`config.mk`:
```
export PLATFORM = sky130hd
export DESIGN_NAME = digit_run_to_word_parts_unit
export DESIGN_NICKNAME = d
export VERILOG_FILES = /design/src/hw/rtl/drwp_pkg.sv /design/src/hw/rtl/drwp_front.sv /design/src/hw/rtl/drwp_queue.sv /design/src/hw/rtl/drwp_back.sv /design/src/hw/rtl/digit_run_to_word_parts_unit.sv
export SDC_FILE = /design/constraint.sdc
export NUM_CORES = 1
export LEC_CHECK = 0
export ABC_AREA = 1
export BUFFER_PORTS_ARGS = -buffer_cell sky130_fd_sc_hd__buf_2
export CORE_UTILIZATION = 64
export CTS_CLUSTER_SIZE = 12
export DETAILED_ROUTE_END_ITERATION = 16
export PLACE_DENSITY = 0.83
export REMOVE_ABC_BUFFERS = 1
export SLEW_MARGIN = 20
export SYNTH_ARGS = -nofsm -noshare
export SYNTH_HDL_FRONTEND = slang
export SYNTH_SLANG_ARGS = --single-unit
```
`constraint.sdc`:
```
create_clock -name clk_i -period 8.9 [get_ports clk_i]
set_clock_uncertainty 0.05 [all_clocks]
set_input_delay 0.89 -clock clk_i [delete_from_list [all_inputs] [get_ports clk_i]]
set_output_delay 0.89 -clock clk_i [all_outputs]
set_load 0.05 [all_outputs]
```
`src/hw/rtl/drwp_pkg.sv`:
```
`timescale 1ns / 1ps

package drwp_pkg;

  // Radix register limits and reset value.
  localparam logic [4:0] DigitBaseReset = 5'd10;
  localparam logic [4:0] DigitBaseMin   = 5'd2;
  localparam logic [4:0] DigitBaseMax   = 5'd16;

  // Saturation points of the digit counters and totals.
  localparam logic [6:0]  CountSat = 7'd127;
  localparam logic [15:0] TotalSat = 16'hFFFF;

  // One input request.
  typedef struct packed {
    logic [3:0] digit_value;
    logic       run_end;
    logic       drop_trailing_zeros;
    logic       start_new_number;
  } drwp_in_t;

  // One result.
  typedef struct packed {
    logic [63:0] part_word;
    logic [6:0]  part_digit_count;
    logic        part_stored;
    logic        table_full;
    logic [15:0] stored_digit_total;
    logic [15:0] scanned_digit_total;
    logic        run_last;
  } drwp_out_t;

  // A classified command passed from the front to the back.
  typedef struct packed {
    logic [3:0] digit;
    logic       is_end;
    logic       drop;
    logic       fresh;
    logic [4:0] base;
  } drwp_cmd_t;

endpackage

```
`src/hw/rtl/drwp_front.sv`:
```
`timescale 1ns / 1ps

module drwp_front (
  input  logic                clk_i,
  input  logic                rst_ni,
  input  logic [4:0]          base_i,
  input  logic                in_valid_i,
  output logic                in_ready_o,
  input  drwp_pkg::drwp_in_t  in_data_i,
  output logic                cmd_valid_o,
  input  logic                cmd_ready_i,
  output drwp_pkg::drwp_cmd_t cmd_o
);
  import drwp_pkg::*;

  logic      valid_d, valid_q;
  drwp_cmd_t cmd_d, cmd_q;
  logic [4:0] base_eff;
  logic       keep;

  // Clamp the radix into its legal range.
  always_comb begin
    if (base_i < DigitBaseMin) begin
      base_eff = DigitBaseMin;
    end else if (base_i > DigitBaseMax) begin
      base_eff = DigitBaseMax;
    end else begin
      base_eff = base_i;
    end
  end

  // A digit that is not below the radix is discarded here and never queued.
  assign keep = in_data_i.run_end || ({1'b0, in_data_i.digit_value} < base_eff);

  assign in_ready_o = !valid_q || cmd_ready_i;

  always_comb begin
    cmd_d   = cmd_q;
    valid_d = valid_q;
    if (in_valid_i && in_ready_o) begin
      valid_d     = keep;
      cmd_d.digit = in_data_i.digit_value;
      cmd_d.is_end = in_data_i.run_end;
      cmd_d.drop  = in_data_i.drop_trailing_zeros;
      cmd_d.fresh = in_data_i.start_new_number;
      cmd_d.base  = base_eff;
    end else if (cmd_ready_i) begin
      valid_d = 1'b0;
    end
  end

  // Control state.
  always_ff @(posedge clk_i or negedge rst_ni) begin
    if (!rst_ni) begin
      valid_q <= 1'b0;
    end else begin
      valid_q <= valid_d;
    end
  end

  // Command payload.
  always_ff @(posedge clk_i) begin
    cmd_q <= cmd_d;
  end

  assign cmd_valid_o = valid_q;
  assign cmd_o       = cmd_q;

endmodule

```
`src/hw/rtl/drwp_queue.sv`:
```
`timescale 1ns / 1ps

module drwp_queue (
  input  logic                clk_i,
  input  logic                rst_ni,
  input  logic                push_valid_i,
  output logic                push_ready_o,
  input  drwp_pkg::drwp_cmd_t push_data_i,
  output logic                pop_valid_o,
  input  logic                pop_ready_i,
  output drwp_pkg::drwp_cmd_t pop_data_o
);
  import drwp_pkg::*;

  localparam int unsigned QDepth = 2;

  drwp_cmd_t  slot_q [QDepth];
  logic       wr_ptr_d, wr_ptr_q;
  logic       rd_ptr_d, rd_ptr_q;
  logic [1:0] count_d, count_q;
  logic       push, pop;

  assign push_ready_o = (count_q != 2'(QDepth));
  assign pop_valid_o  = (count_q != 2'd0);
  assign push         = push_valid_i && push_ready_o;
  assign pop          = pop_ready_i && pop_valid_o;
  assign pop_data_o   = slot_q[rd_ptr_q];

  // Pointer and fill count update.
  always_comb begin
    wr_ptr_d = push ? !wr_ptr_q : wr_ptr_q;
    rd_ptr_d = pop ? !rd_ptr_q : rd_ptr_q;
    count_d  = count_q;
    if (push && !pop) begin
      count_d = count_q + 2'd1;
    end else if (pop && !push) begin
      count_d = count_q - 2'd1;
    end
  end

  always_ff @(posedge clk_i or negedge rst_ni) begin
    if (!rst_ni) begin
      wr_ptr_q <= 1'b0;
      rd_ptr_q <= 1'b0;
      count_q  <= 2'd0;
    end else begin
      wr_ptr_q <= wr_ptr_d;
      rd_ptr_q <= rd_ptr_d;
      count_q  <= count_d;
    end
  end

  // Storage slots.
  always_ff @(posedge clk_i) begin
    if (push) begin
      slot_q[wr_ptr_q] <= push_data_i;
    end
  end

endmodule

```
`src/hw/rtl/drwp_back.sv`:
```
`timescale 1ns / 1ps

module drwp_back #(
  parameter int unsigned MAX_PARTS = 8,
  parameter int unsigned WORD_BITS = 64
) (
  input  logic                clk_i,
  input  logic                rst_ni,
  input  logic                cmd_valid_i,
  output logic                cmd_ready_o,
  input  drwp_pkg::drwp_cmd_t cmd_i,
  output logic                out_valid_o,
  input  logic                out_ready_i,
  output drwp_pkg::drwp_out_t out_data_o
);
  import drwp_pkg::*;

  localparam int unsigned W  = WORD_BITS;
  localparam int unsigned PW = $clog2(MAX_PARTS + 1);

  // Part and run state.
  logic [W-1:0]  acc_d, acc_q;
  logic [W-1:0]  valnz_d, valnz_q;
  logic [6:0]    pd_d, pd_q;
  logic [6:0]    tz_d, tz_q;
  logic [PW-1:0] spc_d, spc_q;
  logic [15:0]   kept_d, kept_q;
  logic [15:0]   rsum_d, rsum_q;
  logic          full_d, full_q;
  logic          out_valid_d, out_valid_q;
  drwp_out_t     out_d, out_q;

  logic [W+4:0]  prod;
  logic          ovf, has_res, out_free, pop;
  logic [W-1:0]  offer_word;
  logic [6:0]    offer_cnt;
  logic          take;
  logic [16:0]   kept_sum;
  logic [15:0]   rsum_inc;
  logic [6:0]    pd_inc, tz_inc;

  // Next accumulator value at full width; any bit above the word means overflow.
  assign prod = {5'b0, acc_q} * {{W{1'b0}}, cmd_i.base} + {{(W + 1){1'b0}}, cmd_i.digit};
  assign ovf  = |prod[W+4:W];

  assign has_res     = cmd_i.is_end || ovf;
  assign out_free    = !out_valid_q || out_ready_i;
  assign pop         = cmd_valid_i && (!has_res || out_free);
  assign cmd_ready_o = !has_res || out_free;

  assign rsum_inc = (rsum_q == TotalSat) ? rsum_q : rsum_q + 16'd1;
  assign pd_inc   = (pd_q == CountSat) ? pd_q : pd_q + 7'd1;
  assign tz_inc   = (tz_q == CountSat) ? tz_q : tz_q + 7'd1;

  // Part offered to the table: the stripped or full part on a run end,
  // the finished part on overflow.
  always_comb begin
    if (cmd_i.is_end && cmd_i.drop) begin
      offer_word = valnz_q;
      offer_cnt  = pd_q - tz_q;
    end else begin
      offer_word = acc_q;
      offer_cnt  = pd_q;
    end
  end

  // Table acceptance rules.
  always_comb begin
    take   = 1'b0;
    full_d = full_q;
    if (has_res && offer_cnt != 7'd0) begin
      if (spc_q == '0) begin
        take = (offer_word != '0);
      end else if (spc_q >= PW'(MAX_PARTS)) begin
        full_d = 1'b1;
      end else begin
        take = 1'b1;
      end
    end
  end

  assign kept_sum = {1'b0, kept_q} + {10'd0, offer_cnt};

  // State update and result formation.
  always_comb begin
    acc_d       = acc_q;
    valnz_d     = valnz_q;
    pd_d        = pd_q;
    tz_d        = tz_q;
    spc_d       = spc_q;
    kept_d      = kept_q;
    rsum_d      = rsum_q;
    out_d       = out_q;
    out_valid_d = out_ready_i ? 1'b0 : out_valid_q;

    if (take) begin
      spc_d  = spc_q + PW'(1);
      kept_d = kept_sum[16] ? TotalSat : kept_sum[15:0];
    end

    if (cmd_i.is_end) begin
      // Result shows the run total before it is cleared.
      acc_d   = '0;
      valnz_d = '0;
      pd_d    = 7'd0;
      tz_d    = 7'd0;
      rsum_d  = 16'd0;
    end else if (ovf) begin
      // The digit starts a fresh part.
      acc_d   = W'(cmd_i.digit);
      valnz_d = W'(cmd_i.digit);
      pd_d    = 7'd1;
      tz_d    = (cmd_i.digit == 4'd0) ? 7'd1 : 7'd0;
      rsum_d  = rsum_inc;
    end else begin
      acc_d  = prod[W-1:0];
      pd_d   = pd_inc;
      rsum_d = rsum_inc;
      if (cmd_i.digit != 4'd0) begin
        tz_d    = 7'd0;
        valnz_d = prod[W-1:0];
      end else begin
        tz_d = tz_inc;
      end
    end

    out_d.part_word           = 64'(offer_word);
    out_d.part_digit_count    = offer_cnt;
    out_d.part_stored         = take;
    out_d.table_full          = full_d;
    out_d.stored_digit_total  = kept_d;
    out_d.scanned_digit_total = cmd_i.is_end ? rsum_q : rsum_inc;
    out_d.run_last            = cmd_i.is_end;

    // The result register only loads when a result is produced, so a
    // waiting result keeps its payload while plain digits pass.
    if (pop && has_res) begin
      out_valid_d = 1'b1;
    end else begin
      out_d = out_q;
    end

    // A fresh number clears the table bookkeeping after its result.
    if (pop && cmd_i.is_end && cmd_i.fresh) begin
      spc_d  = '0;
      kept_d = 16'd0;
    end
  end

  // Control and accumulated state.
  always_ff @(posedge clk_i or negedge rst_ni) begin
    if (!rst_ni) begin
      acc_q       <= '0;
      valnz_q     <= '0;
      pd_q        <= 7'd0;
      tz_q        <= 7'd0;
      spc_q       <= '0;
      kept_q      <= 16'd0;
      rsum_q      <= 16'd0;
      full_q      <= 1'b0;
      out_valid_q <= 1'b0;
    end else begin
      out_valid_q <= out_valid_d;
      if (pop) begin
        acc_q   <= acc_d;
        valnz_q <= valnz_d;
        pd_q    <= pd_d;
        tz_q    <= tz_d;
        spc_q   <= spc_d;
        kept_q  <= kept_d;
        rsum_q  <= rsum_d;
        full_q  <= (cmd_i.is_end && cmd_i.fresh) ? 1'b0 : full_d;
      end
    end
  end

  // Result register.
  always_ff @(posedge clk_i) begin
    out_q <= out_d;
  end

  assign out_valid_o = out_valid_q;
  assign out_data_o  = out_q;

endmodule

```
`src/hw/rtl/digit_run_to_word_parts_unit.sv`:
```
`timescale 1ns / 1ps

// Channel   Direction  Handshake                 Payload
// cfg       in         cfg_we_i                  cfg_wdata_i (digit_base, 5 bits)
// in        in         in_valid_i / in_ready_o   in_data_i  (drwp_in_t)
// out       out        out_valid_o / out_ready_i out_data_o (drwp_out_t)
//
// One request per cycle is sustained while no result waits on a stalled output;
// the limit is the back end's multiply-by-radix loop on the accumulator.
// An accepted request passes the front register, a queue slot and then the result
// register before its result is valid.
// Reset is asynchronous and active low; the radix resets to ten.
// A stalled output holds only requests that produce a result; the queue and front
// register keep taking requests until they fill.

module digit_run_to_word_parts_unit #(
  parameter int unsigned MAX_PARTS = 8,
  parameter int unsigned WORD_BITS = 64
) (
  input  logic                clk_i,
  input  logic                rst_ni,
  input  logic                cfg_we_i,
  input  logic [4:0]          cfg_wdata_i,
  input  logic                in_valid_i,
  output logic                in_ready_o,
  input  drwp_pkg::drwp_in_t  in_data_i,
  output logic                out_valid_o,
  input  logic                out_ready_i,
  output drwp_pkg::drwp_out_t out_data_o
);
  import drwp_pkg::*;

  logic [4:0] base_q;
  logic       f_valid, f_ready;
  drwp_cmd_t  f_cmd;
  logic       b_valid, b_ready;
  drwp_cmd_t  b_cmd;

  // Radix register.
  always_ff @(posedge clk_i or negedge rst_ni) begin
    if (!rst_ni) begin
      base_q <= DigitBaseReset;
    end else if (cfg_we_i) begin
      base_q <= cfg_wdata_i;
    end
  end

  drwp_front u_front (
    .clk_i       (clk_i),
    .rst_ni      (rst_ni),
    .base_i      (base_q),
    .in_valid_i  (in_valid_i),
    .in_ready_o  (in_ready_o),
    .in_data_i   (in_data_i),
    .cmd_valid_o (f_valid),
    .cmd_ready_i (f_ready),
    .cmd_o       (f_cmd)
  );

  drwp_queue u_queue (
    .clk_i        (clk_i),
    .rst_ni       (rst_ni),
    .push_valid_i (f_valid),
    .push_ready_o (f_ready),
    .push_data_i  (f_cmd),
    .pop_valid_o  (b_valid),
    .pop_ready_i  (b_ready),
    .pop_data_o   (b_cmd)
  );

  drwp_back #(
    .MAX_PARTS (MAX_PARTS),
    .WORD_BITS (WORD_BITS)
  ) u_back (
    .clk_i       (clk_i),
    .rst_ni      (rst_ni),
    .cmd_valid_i (b_valid),
    .cmd_ready_o (b_ready),
    .cmd_i       (b_cmd),
    .out_valid_o (out_valid_o),
    .out_ready_i (out_ready_i),
    .out_data_o  (out_data_o)
  );

  // A stored part always carries digits.
  assert property (@(posedge clk_i) disable iff (!rst_ni)
    out_valid_o && out_data_o.part_stored |-> out_data_o.part_digit_count != 7'd0)
    else $error("stored part without digits");

  // A stored part leaves a nonzero stored total.
  assert property (@(posedge clk_i) disable iff (!rst_ni)
    out_valid_o && out_data_o.part_stored |-> out_data_o.stored_digit_total != 16'd0)
    else $error("stored total is zero after a stored part");

  // An overflow emission counts the digit that caused it.
  assert property (@(posedge clk_i) disable iff (!rst_ni)
    out_valid_o && !out_data_o.run_last |-> out_data_o.scanned_digit_total != 16'd0)
    else $error("overflow result with empty scan total");

endmodule

```
After elaboration in Yosys (flattened, before gate mapping)
Memory sizes are Yosys's and may differ from the RTL's.
Cells that the tools add are included.
{"block": "totals", "reg_bits": 308, "mem_bits_rw": 24, "inputBits": 17, "output_inout_bits": 108, "wordCells": 126, "memories": 1}
{"name": "u_queue.slot_q", "words": 2, "word_bits": 12, "rd": 1, "rd_ports_with_merged_regs": 0, "wr": 1, "line": "drwp_queue.sv:17", "rtl": "drwp_cmd_t slot_q [QDepth];"}
{"block": "classes", "add_sub_neg": 9, "mul": 1, "n_lt_le_gt_ge": 4, "n_eq_ne": 6, "n_mux": 40, "reduce_logical": 39}
{"operator": "2-to-1 mux 64 bit", "n": 6}
{"operator": "2-to-1 mux 16 bit", "n": 6}
{"operator": "adder 69 x 4 -> 69 bit", "n": 1}
{"operator": "multiplier 64 x 5 -> 69 bit", "n": 1}
{"operator": "nonzero test 64 bit", "n": 1}
{"operator": "2-to-1 mux 7 bit", "n": 8}
{"operator": "adder 16 x 7 -> 17 bit", "n": 1}
{"operator": "adder 16 x 1 -> 16 bit (second input constant)", "n": 1}
{"operator": "equality test 16 bit (second input constant)", "n": 1}
{"operator": "adder 7 x 1 -> 7 bit (second input constant)", "n": 2}
{"operator": "equality test 7 bit (second input constant)", "n": 2}
{"operator": "2-to-1 mux 1 bit", "n": 14}
{"operator": "logical AND 1 bit", "n": 11}
{"operator": "2-to-1 mux 5 bit", "n": 2}
{"operator": "nonzero test 2 bit", "n": 5}
{"operator": "zero test 4 bit", "n": 2}
{"operator": "2-to-1 mux 4 bit", "n": 2}
{"operator": "AND reduction 2 bit", "n": 4}
{"operator": "zero test 1 bit", "n": 7}
{"operator": "nonzero test 7 bit", "n": 1}
{"operator": "subtractor 7 bit", "n": 1}
{"operator": "> comparator 5 bit (second input constant)", "n": 1}
{"operator": "logical OR 1 bit", "n": 5}
{"operator": "< comparator 4 x 5 -> 1 bit", "n": 1}
{"operator": "12 further kinds", "n": 13}

Logic depth before layout (Yosys ltp)
Gate-level depths: netlist (run 1).
An unclocked memory read counts as a cell.
{"block": "depth", "depth_word": 12, "ltp_mapped": 37, "depth_no_buf": 34}

By module
A second synthesis (run 1) with hierarchy kept.
{"block": "unflattened", "hier_cells": 3825, "hier_area_um2": 28399.7}
{"mod": "drwp_back", "instances": 1, "cells_each": 3658, "area_each_um2": 26514.2, "seq_area_each_um2": 7687.4}
{"mod": "drwp_queue", "instances": 1, "cells_each": 91, "area_each_um2": 1119.8, "seq_area_each_um2": 820.8}
{"mod": "drwp_front", "instances": 1, "cells_each": 55, "area_each_um2": 578.1, "seq_area_each_um2": 385.4}
{"mod": "digit_run_to_word_parts_unit", "instances": 1, "cells_each": 21, "area_each_um2": 187.7, "seq_area_each_um2": 127.6}

Worst setup path before layout (run 1)
Ideal clock, no wire load.
{"block": "synth_path", "path_type": "register -> register", "startpoint": "register u_queue.rd_ptr_q", "endpoint": "register u_back.out_q, in the netlist u_back.out_data_o[0] (enable)", "setup_ns": 0.459, "arrival_time_ns": 7.360, "required_time_ns": 8.391, "slack_ns": 1.030, "stages_incl_launch_ff": 31, "n_path_buf": 5, "period_less_slack_ns": 7.870, "path_cell_list": "dfrtp_1 > buf_2 > clkbuf_1 > o21ai_1 > clkbuf_1 > nor2_1 > fa_1 > fa_1 > inv_1 > fa_1 > inv_1 > ha_1 > nand2_1 > inv_1 > a21oi_1 > nand3_2 > nand2_1 > nand2_2 > nand2_1 > nand2_2 > nand2_1 > nand2_1 > nand2_1 > nand2_1 > nor2_1 > nand4_1 > buf_6 > a21oi_4 > buf_2 > nand2_1 > inv_1"}
{"block": "synth_between", "elab_chain_cells": 9}
{"element": "start: declaration", "line": "drwp_queue.sv:19", "rtl": "logic rd_ptr_d, rd_ptr_q;"}
{"element": "start signal: assignment", "line": "drwp_queue.sv:48", "rtl": "rd_ptr_q <= rd_ptr_d;"}
{"element": "memory read (2 x 12 bit) *"}
{"element": "multiplier 64 x 5 -> 69 bit", "line": "drwp_back.sv:43", "rtl": "assign prod = {5'b0, acc_q} * {{W{1'b0}}, cmd_i.base} + {{(W + 1){1'b0}}, cmd_i.digit};"}
{"element": "adder 69 x 4 -> 69 bit", "line": "drwp_back.sv:43"}
{"element": "OR reduction 5 bit", "line": "drwp_back.sv:44", "rtl": "assign ovf = |prod[W+4:W];"}
{"element": "logical OR 1 bit *", "line": "drwp_back.sv:46", "rtl": "assign has_res = cmd_i.is_end || ovf;"}
{"element": "zero test 1 bit", "line": "drwp_back.sv:48", "rtl": "assign pop = cmd_valid_i && (!has_res || out_free);"}
{"element": "logical OR 1 bit", "line": "drwp_back.sv:48"}
{"element": "logical AND 1 bit", "line": "drwp_back.sv:48"}
{"element": "logical AND 1 bit *", "line": "drwp_back.sv:137", "rtl": "if (pop && has_res) begin"}
{"element": "end signal: assignment", "line": "drwp_back.sv:179", "rtl": "out_q <= out_d;"}
{"element": "end: declaration", "line": "drwp_back.sv:31", "rtl": "drwp_out_t out_d, out_q;"}
Every way passes the cells marked *; elsewhere a longest branch is shown, timed or not.
A chain may end at the register's enable or synchronous reset.

Final worst setup path (run 1)
{"block": "layout_path", "startpoint": "register u_queue.rd_ptr_q", "endpoint": "register u_back.tz_q[1]"}
{"block": "layout_between", "elab_chain_cells": 9, "word_cells_on_any_way": 14, "classes_between": "add/sub (1); mul (1); eq/ne (1); mux (3); reduce/logical (7); memory (1)"}
{"element": "memory read (2 x 12 bit) *"}
{"element": "multiplier 64 x 5 -> 69 bit", "line": "drwp_back.sv:43"}
{"element": "adder 69 x 4 -> 69 bit", "line": "drwp_back.sv:43"}
{"element": "OR reduction 5 bit", "line": "drwp_back.sv:44"}
{"element": "logical OR 1 bit", "line": "drwp_back.sv:46"}
{"element": "zero test 1 bit", "line": "drwp_back.sv:48"}
{"element": "logical OR 1 bit", "line": "drwp_back.sv:48"}
{"element": "logical AND 1 bit", "line": "drwp_back.sv:48"}
{"element": "AND reduction 2 bit (no source line)"}
{"element": "end signal: assignment", "line": "drwp_back.sv:168", "rtl": "tz_q <= tz_d;"}
{"element": "end: declaration", "line": "drwp_back.sv:25", "rtl": "logic [6:0] tz_d, tz_q;"}
Marked as above.

==> flow_summary.rst, run 1 <==
.. list-table::
   :header-rows: 1

   * - Metric
     - Value
   * - Row Count
     - 75
   * - Maximum count of clock buffers along a single path
     - 3
   * - RSZ-0062 raised after global routing
     - no
   * - CTS Buf Count
     - 37
   * - Setup Buffers After CTS
     - 0
   * - Number of sinks handled by clock tree synthesis
     - roughly 330
   * - Share of synthesized area occupied by flip-flops and latches
     - 0.3329
   * - Seq cells post-synth
     - 332
   * - Post-layout min period
     - roughly 7.9 ns
   * - Min-delay worst type
     - in2async
   * - Clock input transition at the sequential cells of the worst setup and hold paths
     - ~0.06 ns
   * - Status
     - finished, final reports clean
   * - Min setup slack post-route
     - between 0.9 and 1 ns
   * - Peak Freq
     - 125.8 MHz
   * - Power consumption
     - 9.834 mW
   * - Drt via density
     - between 5 and 6
   * - Routed length per instance
     - about 15 um
   * - Die width
     - around 210 um
   * - Area Growth Syn to Fin
     - 8.222%
   * - Root Buffer Master
     - sky130_fd_sc_hd__clkbuf_16
   * - Slew HR
     - 0.2611
   * - Area taken by multi-input logic gates
     - around 15,000 um^2
   * - Peak per-stage delay on the critical path
     - about 0.87 ns
   * - Proportion of synthesized flip-flops having asynchronous set or reset
     - 0.5723
   * - Cell type contributing the most total cell area after synthesis
     - sky130_fd_sc_hd__dfrtp_1
   * - Pwr Density
     - around 340 nW/um^2
   * - Yosys synthesis warning count
     - 0
   * - Post-Syn Area
     - 27,100 um^2
   * - HPWL after detailed placement
     - between 40 and 50 mm
   * - Via count of the first global-routing pass
     - between 20,000 and 25,000
   * - Total congestion overflow
     - 0
   * - Area taken by flip-flops and latches
     - approximately 9000 um^2
   * - WL final
     - ~64 mm
   * - Total leakage power
     - roughly 15 nW
   * - Slowest cell on the critical path
     - sky130_fd_sc_hd__dfrtp_1
   * - Vias post-DR
     - roughly 23,000
   * - Pre-Repair DR Iteration Count
     - 9
   * - Max_cap viols
     - 0
   * - Initial cell density of the core
     - 0.6476
   * - Final Hold Vio Count
     - 0
   * - Post-synth cell types
     - ~50
   * - Antenna violations before repair
     - 0
   * - Peak supply drop
     - between 0.0003 and 0.0004 V
   * - Required time of the critical path
     - 9.29 ns
   * - Crit. End Element
     - register
   * - CTS tree
     - yes
   * - Floorplan die height
     - about 210 um
   * - Global-route wire length before repair
     - approximately 110 mm
   * - Hold buffer count at CTS
     - 0
   * - Dominant synthesized flop cell
     - sky130_fd_sc_hd__dfrtp_1
   * - Placer's final routability congestion estimate
     - roughly 1.0
   * - Number of violations reported at the end of detailed-routing iteration 0
     - roughly 1,500
   * - Placeable core area
     - 41,850 um^2
   * - Number of failing setup endpoints in the final timing report
     - 0
   * - Worst Path Arrival
     - 8.34 ns
   * - Cells after synthesis
     - approximately 3,500
   * - Layout filler cell count
     - 3,417
   * - Pin count of the biggest net entering global routing
     - 74
   * - Antenna-violating nets left
     - 0
   * - Fin crit share
     - 0.8932
   * - Post-route DRC violation count
     - 0
   * - Antenna Cells
     - 0
   * - Top cells by area in the synthesized netlist
     - sky130_fd_sc_hd__dfrtp_1 (17%), sky130_fd_sc_hd__edfxtp_1 (16%), sky130_fd_sc_hd__fa_1 (14%)
   * - Worst-skew pair later-pin latency
     - 0.56 ns
   * - Place WS
     - 1.148 ns
   * - Measured slew at the worst slew-check pin
     - between 1 and 1.5 ns
   * - Number of enable-type register cells in the synthesized netlist
     - 142
   * - Cell seen most often among critical-path stages
     - sky130_fd_sc_hd__nand2_1
   * - Count of pins over their slew limit
     - 0
   * - Sum Neg Setup Slack
     - 0 ns
   * - IO Pins
     - about 130
   * - Die area
     - approximately 43,000 um^2
   * - Overall Global Routing Usage
     - 0.3056
   * - Deepest level of the CTS H-tree
     - 2
   * - Count of cells resized by post-cts repair
     - 0
   * - Top fanout value on the critical path
     - 44
   * - Critical Setup Path Class
     - reg2reg
   * - Number of port buffers
     - roughly 120
   * - Layout cells sized above 1
     - 0.07377
   * - Post-layout net count
     - 3,973
   * - Critical path startpoint category
     - register
   * - Average instance area after synthesis
     - approximately 7.7 um^2
   * - Portion of synthesized cell area occupied by the leading cell type
     - 0.1736
## Yosys cell counts, types with 3 or more instances
| master | instances |
|---|---|
| sky130_fd_sc_hd__nand3b_1 | 4 |
| sky130_fd_sc_hd__nor3_2 | 3 |
| sky130_fd_sc_hd__o21ai_1 | 15 |
| sky130_fd_sc_hd__nor2_2 | 4 |
| sky130_fd_sc_hd__inv_1 | 663 |
| sky130_fd_sc_hd__o21bai_1 | 19 |
| sky130_fd_sc_hd__buf_6 | 6 |
| sky130_fd_sc_hd__dfrtp_1 | 188 |
| sky130_fd_sc_hd__a21oi_1 | 105 |
| sky130_fd_sc_hd__nand3_2 | 3 |
| sky130_fd_sc_hd__a21boi_0 | 3 |
| sky130_fd_sc_hd__o211ai_1 | 11 |
| sky130_fd_sc_hd__a31oi_1 | 3 |
| sky130_fd_sc_hd__buf_4 | 7 |
| sky130_fd_sc_hd__buf_2 | 33 |
| sky130_fd_sc_hd__nor3_1 | 31 |
| sky130_fd_sc_hd__nand2_2 | 10 |
| sky130_fd_sc_hd__fa_1 | 192 |
| sky130_fd_sc_hd__nor2_1 | 511 |
| sky130_fd_sc_hd__a31o_2 | 3 |
| sky130_fd_sc_hd__nand2_1 | 843 |
| sky130_fd_sc_hd__or2_0 | 10 |
| sky130_fd_sc_hd__o21a_1 | 4 |
| sky130_fd_sc_hd__a21o_1 | 6 |
| sky130_fd_sc_hd__or2_2 | 29 |
| sky130_fd_sc_hd__ha_1 | 159 |
| sky130_fd_sc_hd__nor4_1 | 6 |
| sky130_fd_sc_hd__inv_2 | 4 |
| sky130_fd_sc_hd__xnor2_1 | 32 |
| sky130_fd_sc_hd__nand4_1 | 25 |
| sky130_fd_sc_hd__clkbuf_1 | 56 |
| sky130_fd_sc_hd__edfxtp_1 | 142 |
| sky130_fd_sc_hd__xor2_1 | 32 |
| sky130_fd_sc_hd__o21ai_0 | 238 |
| sky130_fd_sc_hd__nand3_1 | 106 |
## cell families after synthesis
logic type	after synthesis	synth area share
simple gates	1591	0.2379
buf+inv	771	0.1110
compound gates	412	0.08148
fa+ha+maj	351	0.2152
flops	332	0.3329
xor+xnor	64	0.02068
mux	2	0.0007848
## layout make-up
cell class,instances,area share
Clock buffer,56,0.03609
Clock inverter,11,0.003669
Inverter,669,0.08579
Multi-Input combinational cell,2420,0.5162
Sequential cell,332,0.3076
Tap cell,539,0.02299
Timing Repair Buffer,145,0.02769
## path summary, 6_finish.rpt
kind                                              start                              to  slack [ns]  cells past startpoint
max reg2reg                u_queue.rd_ptr_q$_DFFE_PN0P_      u_back.tz_q[1]$_DFFE_PN0P_        0.95                     32
max in group asynchronous                        rst_ni    u_back.acc_q[48]$_DFFE_PN0P_        7.20                      2
min reg2reg                  u_front.cmd_o[2]$_DFFE_PP_  u_queue.slot_q[1][2]$_DFFE_PP_        0.40                      0
min                                              rst_ni    u_back.rsum_q[4]$_DFFE_PN0P_        0.21                      1
min in group clk_i           u_front.cmd_o[2]$_DFFE_PP_  u_queue.slot_q[1][2]$_DFFE_PP_        0.40                      0
max                        u_queue.rd_ptr_q$_DFFE_PN0P_      u_back.tz_q[1]$_DFFE_PN0P_        0.95                     32
## through the flow
stage	util	cell area [um^2]	hold slack, ns	cells
5_1_grt	0.7008	29330	0.2399	4172
4_1_cts	0.7008	29330	0.2213	4172
3_3_place_gp	0.6729	28160	0.3778	4105
2_1_floorplan	-	26610	0.3715	3421
3_5_place_dp	0.6729	28160	0.3813	4105
6_report	0.7008	29330	0.2073	4172
## power breakdown
part	total, mW	leakage, nW	internal, mW	switching, mW
combinational	5.91	10.3	1.54	4.37
sequential	2.45	3.98	2.26	0.187
clock	1.48	0.570	0.857	0.618
## layout by cell type, fill, tap and decap left out, types with 25 or more instances in the layout
master	instances
sky130_fd_sc_hd__nand3_1	106
sky130_fd_sc_hd__fa_1	192
sky130_fd_sc_hd__nor2_1	510
sky130_fd_sc_hd__a21oi_1	105
sky130_fd_sc_hd__xnor2_1	32
sky130_fd_sc_hd__xor2_1	32
sky130_fd_sc_hd__or2_2	29
sky130_fd_sc_hd__buf_2	123
sky130_fd_sc_hd__inv_1	662
sky130_fd_sc_hd__o21ai_0	238
sky130_fd_sc_hd__clkbuf_16	38
sky130_fd_sc_hd__nor3_1	31
sky130_fd_sc_hd__dfrtp_1	188
sky130_fd_sc_hd__nand4_1	25
sky130_fd_sc_hd__edfxtp_1	142
sky130_fd_sc_hd__ha_1	159
sky130_fd_sc_hd__nand2_1	841
## flip-flops by register name, summed over array words and instances, names as in the netlist, 12 cells and up
register	flops
u_queue.slot_q	24
u_back.rsum_q	16
u_back.acc_q	64
u_front.cmd_o	12
u_back.valnz_q	64
u_back.kept_q	16
u_back.out_data_o	106
## layer usage
layer,vias up,share of wire,wire length (um),GRT usage
met5,-,0,0,0
met4,0,0.032,2036,0.1134
met3,132,0.058,3702,0.04554
met2,690,0.48,30820,0.5212
met1,10720,0.43,27510,0.3961
li1,11020,-,-,-
## worst max-delay path: cells and delay by family, from the launching register on
family          cells  cell delay (ns)
compound gates      1             0.33
flops               1             0.87
buf+inv             9             2.01
simple gates       18             2.84
fa+ha+maj           4             1.67
Note: power is estimated with default switching activity, not from simulation.
==> inputs of run 2 (changes only) <==
CAP_MARGIN = 20   (was unset)
PLACE_DENSITY = 0.82   (was 0.83)
SYNTH_HIERARCHICAL = 1   (was unset)
==> run 2 against run 1 <==
- setup slack better by 0.15 ns
- combinational power is 25% higher
- via count is 5.9% higher
- global-route usage is 1.2 points higher
- design area is 4.4% higher
- clock power hardly changed
- sequential cell count stayed put
- sequential power is 16% higher
- count of clock-buffer cells in the layout is 6 lower
- fmax is 1.9% higher
- critical path type unchanged
- critical endpoint is now u_back/valnz_q[21]$_DFFE_PN0P_
- largest cell class unchanged
==> flow_summary.rst, run 2 <==
.. list-table::
   :header-rows: 1

   * - Metric
     - Value
   * - Pin count of the biggest net entering global routing
     - 73 (was 74)
   * - Total congestion overflow
     - 0 (unchanged)
   * - Worst-skew pair later-pin latency
     - 0.58 ns (was 0.56 ns)
   * - Clock input transition at the sequential cells of the worst setup and hold paths
     - 0.06 ns (about the same)
   * - Drt via density
     - 5.282 (was 5.407)
   * - Measured slew at the worst slew-check pin
     - 1.066 ns (was 1.104 ns)
   * - Antenna-violating nets left
     - 0 (unchanged)
   * - Most used standard cell by instance count after synthesis
     - sky130_fd_sc_hd__nand2_1 (unchanged)
   * - Yosys synthesis warning count
     - 6 (was 0)
   * - Vias post-DR
     - 23,890 (was 22,560)
   * - HPWL after detailed placement
     - 51.75 mm (was 48.70 mm)
   * - Top fanout value on the critical path
     - 72 (was 44)
   * - Row Count
     - 76 (was 75)
   * - Area Growth Syn to Fin
     - 7.860% (was 8.222%)
   * - Number of enable-type register cells in the synthesized netlist
     - 142 (unchanged)
   * - Top cells by area in the synthesized netlist
     - sky130_fd_sc_hd__dfrtp_1 (17%), sky130_fd_sc_hd__nand2_1 (16%), sky130_fd_sc_hd__edfxtp_1 (15%) (was sky130_fd_sc_hd__dfrtp_1 (17%), sky130_fd_sc_hd__edfxtp_1 (16%), sky130_fd_sc_hd__fa_1 (14%))
   * - Setup Buffers After CTS
     - 0 (unchanged)
   * - Flip-flop count of the largest register, all copies and words added
     - 106 (unchanged)
   * - Cell type contributing the most total cell area after synthesis
     - sky130_fd_sc_hd__dfrtp_1 (unchanged)
   * - Max_cap viols
     - 0 (unchanged)
   * - Placer's final routability congestion estimate
     - 0.9885 (was 1.003)
   * - Antenna Cells
     - 0 (unchanged)
   * - Initial cell density of the core
     - 0.6535 (was 0.6476)
   * - Slew HR
     - 0.2868 (was 0.2611)
   * - Count of pins over their slew limit
     - 0 (unchanged)
   * - Peak supply drop
     - 0.0002477 V (was 0.0003189 V)
   * - Required time of the critical path
     - 9.31 ns (was 9.29 ns)
   * - Average instance area after synthesis
     - 7.425 um^2 (was 7.693 um^2)
   * - Maximum count of clock buffers along a single path
     - 3 (unchanged)
   * - Post-layout min period
     - 7.801 ns (was 7.949 ns)
   * - Cell seen most often among critical-path stages
     - sky130_fd_sc_hd__nand2_1 (unchanged)
   * - Antenna violations before repair
     - 0 (unchanged)
   * - Global-route wire length before repair
     - 114.6 mm (was 107.4 mm)
   * - Post-route DRC violation count
     - 0 (unchanged)
   * - CTS tree
     - yes (unchanged)
   * - Final Hold Vio Count
     - 0 (unchanged)
   * - IO Pins
     - 125 (unchanged)
   * - Number of port buffers
     - 124 (unchanged)
   * - Number of violations reported at the end of detailed-routing iteration 0
     - 2,138 (was 1,539)
   * - Deepest level of the CTS H-tree
     - 2 (unchanged)
   * - Via count of the first global-routing pass
     - 23,100 (was 22,420)
   * - Fin util
     - 0.7049 (was 0.7008)
   * - Root Buffer Master
     - sky130_fd_sc_hd__clkbuf_16 (unchanged)
   * - Total leakage power
     - 17.59 nW (was 14.83 nW)
   * - Overall Global Routing Usage
     - 0.3174 (was 0.3056)
   * - Slowest cell on the critical path
     - sky130_fd_sc_hd__nand2_2 (was sky130_fd_sc_hd__dfrtp_1)
   * - Crit. End Element
     - register (unchanged)
   * - Pwr Density
     - 380.4 nW/um^2 (was 335.3 nW/um^2)
   * - Synth cell count leaders
     - sky130_fd_sc_hd__nand2_1 (1,223), sky130_fd_sc_hd__inv_1 (886), sky130_fd_sc_hd__fa_1 (192) (was sky130_fd_sc_hd__nand2_1 (843), sky130_fd_sc_hd__inv_1 (663), sky130_fd_sc_hd__nor2_1 (511))
   * - Die width
     - 212.7 um (was 207.8 um)
   * - Number of failing setup endpoints in the final timing report
     - 0 (unchanged)
   * - Share of synthesized area occupied by flip-flops and latches
     - 0.3176 (was 0.3329)
   * - Fin crit share
     - 0.8765 (was 0.8932)
   * - Status
     - finished, final reports clean (unchanged)
   * - Count of cells resized by post-cts repair
     - 0 (unchanged)
   * - Post-synth cell types
     - 61 (was 49)
   * - CTS Buf Count
     - 37 (unchanged)
   * - Sum Neg Setup Slack
     - 0 ns (unchanged)
   * - Pre-Repair DR Iteration Count
     - 6 (was 9)
   * - Min-delay worst type
     - in2async (unchanged)
   * - WL final
     - 68.37 mm (was 64.07 mm)
   * - Worst Path Arrival
     - 8.21 ns (was 8.34 ns)
   * - Post-Syn Area
     - 28,400 um^2 (was 27,100 um^2)
   * - Seq cells post-synth
     - 332 (unchanged)
   * - Critical path startpoint category
     - register (unchanged)
   * - Number of sinks handled by clock tree synthesis
     - 332 (unchanged)
   * - Die area
     - 45,220 um^2 (was 43,170 um^2)
   * - Portion of synthesized cell area occupied by the leading cell type
     - 0.1657 (was 0.1736)
   * - Floorplan die height
     - 212.7 um (was 207.8 um)
   * - Placeable core area
     - 43,460 um^2 (was 41,850 um^2)
   * - Dominant synthesized flop cell
     - sky130_fd_sc_hd__dfrtp_1 (unchanged)
   * - Routed length per instance
     - 15.11 um (was 15.36 um)
   * - Layout cells sized above 1
     - 0.08327 (was 0.07377)
   * - Critical Setup Path Class
     - reg2reg (unchanged)
   * - Top library cells by usage in the layout, fill and taps aside
     - sky130_fd_sc_hd__nand2_1 (1,217), sky130_fd_sc_hd__inv_1 (884), sky130_fd_sc_hd__fa_1 (192) (was sky130_fd_sc_hd__nand2_1 (841), sky130_fd_sc_hd__inv_1 (662), sky130_fd_sc_hd__nor2_1 (510))
   * - Peak Freq
     - 128.2 MHz (was 125.8 MHz)
   * - Hold buffer count at CTS
     - 0 (unchanged)
   * - Post-layout net count
     - 4,279 (was 3,973)
   * - RSZ-0062 raised after global routing
     - no (unchanged)
   * - Cells after synthesis
     - 3,825 (was 3,523)
   * - Commonest non-fill, non-tap cell in the layout
     - sky130_fd_sc_hd__nand2_1 (unchanged)
   * - Peak per-stage delay on the critical path
     - 0.71 ns (was 0.87 ns)
   * - Proportion of synthesized flip-flops having asynchronous set or reset
     - 0.5723 (unchanged)
[run 2: cell types whose count changed after synthesis, moves of 8 or more]
cell / change
sky130_fd_sc_hd__o21ai_1: +63
sky130_fd_sc_hd__nand2_1: +380
sky130_fd_sc_hd__a21oi_1: -11
sky130_fd_sc_hd__or2_2: +25
sky130_fd_sc_hd__or2_0: +8
sky130_fd_sc_hd__xnor2_1: -16
sky130_fd_sc_hd__o21ai_0: -100
sky130_fd_sc_hd__nor4_1: +10
sky130_fd_sc_hd__nand3_1: +9
sky130_fd_sc_hd__inv_1: +223
sky130_fd_sc_hd__nor2_1: -336
sky130_fd_sc_hd__buf_2: -9
[run 2: layout make-up]
class,count,area [um^2]
Multi-Input combinational cell,2490,15500
Fill cell,3591,12820
Sequential cell,332,9021
Inverter,899,3378
Clock buffer,50,984.7
Timing Repair Buffer,151,857.1
Tap cell,585,732.0
Clock inverter,17,158.9
[run 2: metal layers]
layer	vias to the layer above	global-route usage	wire length [um]
met4	0	0.1027	1756
met1	11230	0.4378	29710
met5	-	0	0
met2	803	0.5154	31770
met3	119	0.04854	5136
li1	11740	-	-
[run 2: stage by stage]
step / worst slack (ns) / std cells / hold WS (ns) / instance area (um^2) / power (mW)
floorplan: 0.2915 / 3721 / 0.3715 / 27880 / 8.066
global placement: 1.392 / 4457 / 0.3748 / 29480 / 9.950
detailed placement: 1.231 / 4457 / 0.3797 / 29480 / 10.14
CTS: 1.179 / 4524 / 0.2810 / 30630 / 11.66
global route: 0.5014 / 4524 / 0.3267 / 30630 / 12.68
finish: 1.099 / 4524 / 0.2781 / 30630 / 11.65
[run 2: kinds of logic after synthesis]
logic type | count (synthesis) | share of synthesized area
adders and majority gates | 351 | 0.2054
DFF | 332 | 0.3176
and+or+nand+nor | 1721 | 0.2537
xor gates and xnor gates | 45 | 0.01414
buffers and inverters | 1003 | 0.1373
AOI/OAI and AO/OA | 373 | 0.07181
[run 2: path summary, 6_finish.rpt]
| check | slack (ns) | to | depth (start not counted) | startpoint |
|---|---|---|---|---|
| setup reg to reg | 1.10 | u_back/valnz_q[21]$_DFFE_PN0P_ | 32 | u_queue/rd_ptr_q$_DFFE_PN0P_ |
| max in group asynchronous | 7.25 | base_q[2]$_DFFE_PN0P_ | 2 | rst_ni |
| hold / removal | 0.28 | u_back/acc_q[17]$_DFFE_PN0P_ | 1 | rst_ni |
| setup / recovery | 1.10 | u_back/valnz_q[21]$_DFFE_PN0P_ | 32 | u_queue/rd_ptr_q$_DFFE_PN0P_ |
| min in group clk_i | 0.39 | u_queue/slot_q[0][1]$_DFFE_PP_ | 0 | u_front/cmd_o[1]$_DFFE_PP_ |
| hold reg to reg | 0.39 | u_queue/slot_q[0][1]$_DFFE_PP_ | 0 | u_front/cmd_o[1]$_DFFE_PP_ |
[run 2: worst max-delay path, delay by kind of cell (launching register included)]
kind | cells | cell delay (ns)
and+or+nand+nor | 21 | 3.81
adders and majority gates | 4 | 1.84
DFF | 1 | 0.53
buffers and inverters | 6 | 1.29
AOI/OAI and AO/OA | 1 | 0.06
[run 2: where the power goes]
part,switching (mW),total [mW],internal (mW)
clock,0.641,1.46,0.817
combinational,5.27,7.37,2.10
sequential,0.419,2.83,2.41
